[src/sv/emi_pkg.sv]
// Shared types and constants for the eased motion interpolator.
// Used by emi_muldiv and eased_motion_interpolator_top; depends on nothing.
`default_nettype none

package emi_pkg;

  localparam int CoordBitsDef = 16;
  localparam int FracBitsDef  = 8;
  localparam int CoordW       = 16;
  localparam int FrameW       = 20;
  localparam int CountW       = 16;
  localparam int WeightW      = 8;
  localparam int MdW          = 48;
  localparam int SqrtW        = 40;
  localparam int SqrtSteps    = SqrtW / 2;
  localparam int Axes         = 3;

  typedef enum logic [1:0] {
    EASE_LINEAR,
    EASE_WEIGHTED,
    EASE_SYMMETRIC,
    EASE_ACCEL
  } ease_e;

  typedef enum logic [1:0] {
    MD_IDLE,
    MD_MUL,
    MD_DIV
  } md_state_e;

  typedef enum logic [3:0] {
    ST_IDLE,
    ST_SQ,
    ST_SQRT,
    ST_SDIV,
    ST_PREP_P,
    ST_PREP_Q,
    ST_AXIS,
    ST_OP1,
    ST_OP2
  } emi_state_e;

  typedef struct packed {
    logic                  start;
    logic signed [MdW-1:0] a;
    logic signed [MdW-1:0] b;
    logic        [MdW-1:0] c;
  } md_req_t;

  typedef struct packed {
    logic                  done;
    logic signed [MdW-1:0] q;
  } md_rsp_t;

endpackage

`default_nettype wire

[src/sv/emi_muldiv.sv]
// Shared sequential multiply-divide unit: q = (a * b) / c, truncated toward zero.
// Multiplies one 16-bit digit per cycle, then divides one quotient bit per cycle.
// Depends on emi_pkg.
`default_nettype none

module emi_muldiv (
  input  logic             clk_i,
  input  logic             rst_ni,
  input  emi_pkg::md_req_t req_i,
  output emi_pkg::md_rsp_t rsp_o
);
  import emi_pkg::*;

  localparam int DigW   = 16;
  localparam int Digits = MdW / DigW;
  localparam int CntW   = $clog2(MdW);

  md_state_e            state_q, state_d;
  logic [CntW-1:0]      cnt_q, cnt_d;
  logic                 neg_q, neg_d;
  logic                 done_q, done_d;
  logic [MdW-1:0]       ma_q, ma_d;
  logic [MdW-1:0]       mb_q, mb_d;
  logic [MdW-1:0]       c_q, c_d;
  logic [2*MdW-1:0]     prod_q, prod_d;
  logic [MdW+DigW-1:0]  part;
  logic [MdW:0]         trial;
  logic [MdW:0]         diff;

  assign part  = ma_q * mb_q[MdW-1 -: DigW];
  assign trial = prod_q[2*MdW-1:MdW-1];
  assign diff  = trial - {1'b0, c_q};

  always_comb begin
    state_d = state_q;
    cnt_d   = cnt_q;
    neg_d   = neg_q;
    done_d  = 1'b0;
    ma_d    = ma_q;
    mb_d    = mb_q;
    c_d     = c_q;
    prod_d  = prod_q;
    unique case (state_q)
      MD_IDLE: begin
        if (req_i.start) begin
          ma_d    = req_i.a[MdW-1] ? MdW'(-req_i.a) : MdW'(req_i.a);
          mb_d    = req_i.b[MdW-1] ? MdW'(-req_i.b) : MdW'(req_i.b);
          neg_d   = req_i.a[MdW-1] ^ req_i.b[MdW-1];
          c_d     = req_i.c;
          prod_d  = '0;
          cnt_d   = '0;
          state_d = MD_MUL;
        end
      end
      MD_MUL: begin
        prod_d = (prod_q << DigW) + (2*MdW)'(part);
        mb_d   = mb_q << DigW;
        if (cnt_q == CntW'(Digits - 1)) begin
          cnt_d   = '0;
          state_d = MD_DIV;
        end else begin
          cnt_d = cnt_q + 1'b1;
        end
      end
      MD_DIV: begin
        if (trial >= {1'b0, c_q}) begin
          prod_d = {diff[MdW-1:0], prod_q[MdW-2:0], 1'b1};
        end else begin
          prod_d = {trial[MdW-1:0], prod_q[MdW-2:0], 1'b0};
        end
        if (cnt_q == CntW'(MdW - 1)) begin
          done_d  = 1'b1;
          state_d = MD_IDLE;
        end else begin
          cnt_d = cnt_q + 1'b1;
        end
      end
      default: state_d = MD_IDLE;
    endcase
  end

  always_ff @(posedge clk_i or negedge rst_ni) begin
    if (!rst_ni) begin
      state_q <= MD_IDLE;
      cnt_q   <= '0;
      done_q  <= 1'b0;
    end else begin
      state_q <= state_d;
      cnt_q   <= cnt_d;
      done_q  <= done_d;
    end
  end

  always_ff @(posedge clk_i) begin
    neg_q  <= neg_d;
    ma_q   <= ma_d;
    mb_q   <= mb_d;
    c_q    <= c_d;
    prod_q <= prod_d;
  end

  assign rsp_o.done = done_q;
  assign rsp_o.q    = neg_q ? -signed'(prod_q[MdW-1:0]) : signed'(prod_q[MdW-1:0]);

endmodule

`default_nettype wire

[config.mk]
export PLATFORM = sky130hd
export DESIGN_NAME = emi_muldiv
export DESIGN_NICKNAME = d
export VERILOG_FILES = /design/src/sv/emi_pkg.sv /design/src/sv/emi_muldiv.sv
export SDC_FILE = /design/constraint.sdc
export NUM_CORES = 2
export LEC_CHECK = 0
export BUFFER_PORTS_ARGS = -buffer_cell sky130_fd_sc_hd__buf_2
export CAP_MARGIN = 0
export CORE_MARGIN = 2
export CORE_UTILIZATION = 35
export CTS_BUF_LIST = sky130_fd_sc_hd__clkbuf_2 sky130_fd_sc_hd__clkbuf_4 sky130_fd_sc_hd__clkbuf_8
export CTS_CLUSTER_DIAMETER = 50
export DETAILED_ROUTE_END_ITERATION = 8
export PLACE_DENSITY = 0.55
export REMOVE_ABC_BUFFERS = 1
export SETUP_SLACK_MARGIN = 0.4
export SYNTH_ARGS = -nofsm -noshare
export SYNTH_HDL_FRONTEND = slang
export SYNTH_SLANG_ARGS = --single-unit
[constraint.sdc]
create_clock -name clk_i -period 17.1 [get_ports clk_i]
set_clock_uncertainty 0.05 [all_clocks]
set_input_delay 1.71 -clock clk_i [delete_from_list [all_inputs] [get_ports clk_i]]
set_output_delay 1.71 -clock clk_i [all_outputs]
set_load 0.02 [all_outputs]
==> reports/results.ini <==
[outcome]
outcome = finished clean

[setup_path]
crit_top_cell = fa_1
crit_buf_inv = 4
cp_slowest_cell = nor4bb_1
cp_top_family = adder cells
startpoint_type = flop
crit_required_ns = 17.48
r2r_start = mb_q[44]$_DFFE_PP_
crit_chain = buf_4, nand2_1, fa_1, inv_1, fa_1, fa_1, fa_1, fa_1, inv_1, fa_1, inv_1, ha_1, a21oi_1, o21ai_0, nor4_1, nor4_1, a31oi_1, o21ai_0, a31oi_1, nor4bb_1, nand4_1, xor2_1, o22ai_1
crit_path_start = mb_q[44]$_DFFE_PP_
slowest_delay_ns = 0.87
cp_max_fo = 48
crit_type = flop to flop
ff2ff_setup_slack_ns = 8.01
worst_setup_path_end_kind = flop
critPathArrivalTime_ns = 9.48

[cts]
clk_path_buf_depth = 3
cts_hold_buf = 0
root_buffer = clkbuf_8
post_cts_buffers = 0
clk_pin_slew_ns = 0.06
htree_num_levels = 2
cts_tree = done
clkSinkCount = 250
worstSkewPairLatency_ns = 0.74
ctsResizeCount = 0
numCtsBuffers = 51

[final_layout]
fin_nets = 5848
fill_cells = 12404
final_util_pct = 38.2
drive_gt1_share_pct = 7.58
syn2layout_area_growth_pct = 8.42

[floorplanning]
core_mm2 = 0.120
row_count = 127
ios = 196
start_util_pct = 35.2
die_w_um = 351
dieArea_mm2 = 0.123
die_h_um = 351

[global_routing]
grt_pass1_wl_um = 206000
grt_max_degree = 79
first_global_vias = 34100
grt_usage_pct = 21.9
grt_antenna_before_repair = 4
grt_overflow = 0

[detailed_routing]
via_per_inst = 5.15
drc = 0
antenna_left = 0
via_count = 33253
firstDrtPassIters = 5
wl_per_cell_um = 20.5
wirelength_um = 132000
drt_iter0_drc = 2673

[placed_design]
globalplace.congestion = 0.948
place_ws_ns = 8.25
dpl.hpwl_um = 102000
port_buffers = 195

[yosys]
ys_warn_count = 0
yosys-top-cells-area = fa_1 33%, edfxtp_1 17%, inv_1 8.9%
post-synth-top-area-cell = fa_1
synth_common_cells = 1005 x inv_1, 710 x nand2_1, 691 x fa_1, 262 x and2_1, 241 x edfxtp_1
ys_async_sr_fraction_pct = 3.60
yosys.area.top_type_share_pct = 32.8
synthFlopType = edfxtp_1
synth_area_mm2 = 0.0422
synth_cells = 4751
seq_area_frac_synth_pct = 17.7
ys_types = 76
syn_avg_cell_area_um2 = 8.89
synth_most_common_cell = inv_1
synth_edf_count = 241
ys_seq_elements = 250

[timing]
relSlewSlack_pct = 21.9
setup_viol = 0
rsz0062_at_grt = false
worstMarginPinSlew_ns = 1.15
fmax_mhz = 110
hold_viol = 0
holdWs_ns = 0.473
slew_viol_final = 0
period_needed_ns = 9.09
timing.final.ws_setup_ns = 8.01
setup_tns_ns = 0
final.period_utilization_pct = 53.2

[hold_path]
hp-start = cnt_q[2]$_DFFE_PN0P_
hp-class = flop to flop

[run]
cap_violations = 0

flip-flops by register name (all words and copies together) (netlist names):
register / count
cnt_q: 6
state_q: 2
neg_q: 1
done_q: 1
c_q: 48
prod_q: 96
mb_q: 48
ma_q: 48
per-stage QoR:
step / cell area (um2) / cells
finish: 45800 / 6459
global route: 45800 / 6456
CTS: 45800 / 6455
detailed placement: 44600 / 6360
global placement: 44600 / 6360
floorplan: 41300 / 4523
layer usage:
| layer | up-vias | track usage, % | share of wire, % | wire length [um] |
|---|---|---|---|---|
| li1 | 14980 | - | - | - |
| met1 | 16859 | 30.7 | 44 | 58400 |
| met2 | 1229 | 35.0 | 46 | 60700 |
| met3 | 185 | 3.73 | 7.6 | 10100 |
| met4 | 0 | 5.52 | 2.5 | 3280 |
| met5 | - | 0 | 0 | 0 |
cell type report:
type	instances	area [um2]	area share (%)
well taps	1612	2020	4.41
clock buffers	67	841	1.84
flip-flops and latches	250	7460	16.3
multi-input cells	3268	30100	65.9
clock inverters	28	323	0.705
diodes	4	10.0	0.0219
inverters	1005	3770	8.24
repair buffers	225	1200	2.62
logic make-up after synthesis:
| kind of cell | count (synthesis) | synth area share, % |
|---|---|---|
| AO/OA/AOI/OAI | 679 | 10.3 |
| XOR/XNOR | 270 | 5.60 |
| AND/OR/NAND/NOR | 1397 | 16.0 |
| flip-flops | 250 | 17.7 |
| multiplexers | 22 | 0.533 |
| buffers and inverters | 1233 | 11.0 |
| adder cells (fa/ha/maj) | 900 | 39.0 |
cell usage in the layout, fill, tap and decap left out, types with 14 or more instances in the layout:
master	n
nor2b_1	56
buf_4	30
nand2_1	710
edfxtp_1	241
o21ai_0	156
buf_2	195
fa_1	691
nand2b_1	15
a21o_1	64
nor4_1	19
mux2i_1	18
or3_1	14
nand4_1	48
o31ai_1	51
inv_1	1005
o21a_1	16
nand3_1	29
a31oi_1	16
nor2_1	128
o41ai_1	22
xnor2_1	171
xor2_1	99
and2_1	261
and3_1	14
a21oi_1	163
a211oi_1	16
clkbuf_8	54
nor3_1	36
a22oi_1	42
o22ai_1	46
ha_1	206
o21bai_1	25
final timing paths:
kind,depth (start not counted),end
min in group asynchronous,1,cnt_q[5]$_DFFE_PN0P_
setup reg to reg,23,prod_q[88]$_DFFE_PP_
max in group asynchronous,1,cnt_q[3]$_DFFE_PN0P_
setup / recovery,23,prod_q[88]$_DFFE_PP_
hold reg to reg,1,cnt_q[2]$_DFFE_PN0P_
hold / removal,1,cnt_q[2]$_DFFE_PN0P_
Power is not shown: default switching activity piles up to over one toggle a cycle in this logic, so the estimate is an artifact.
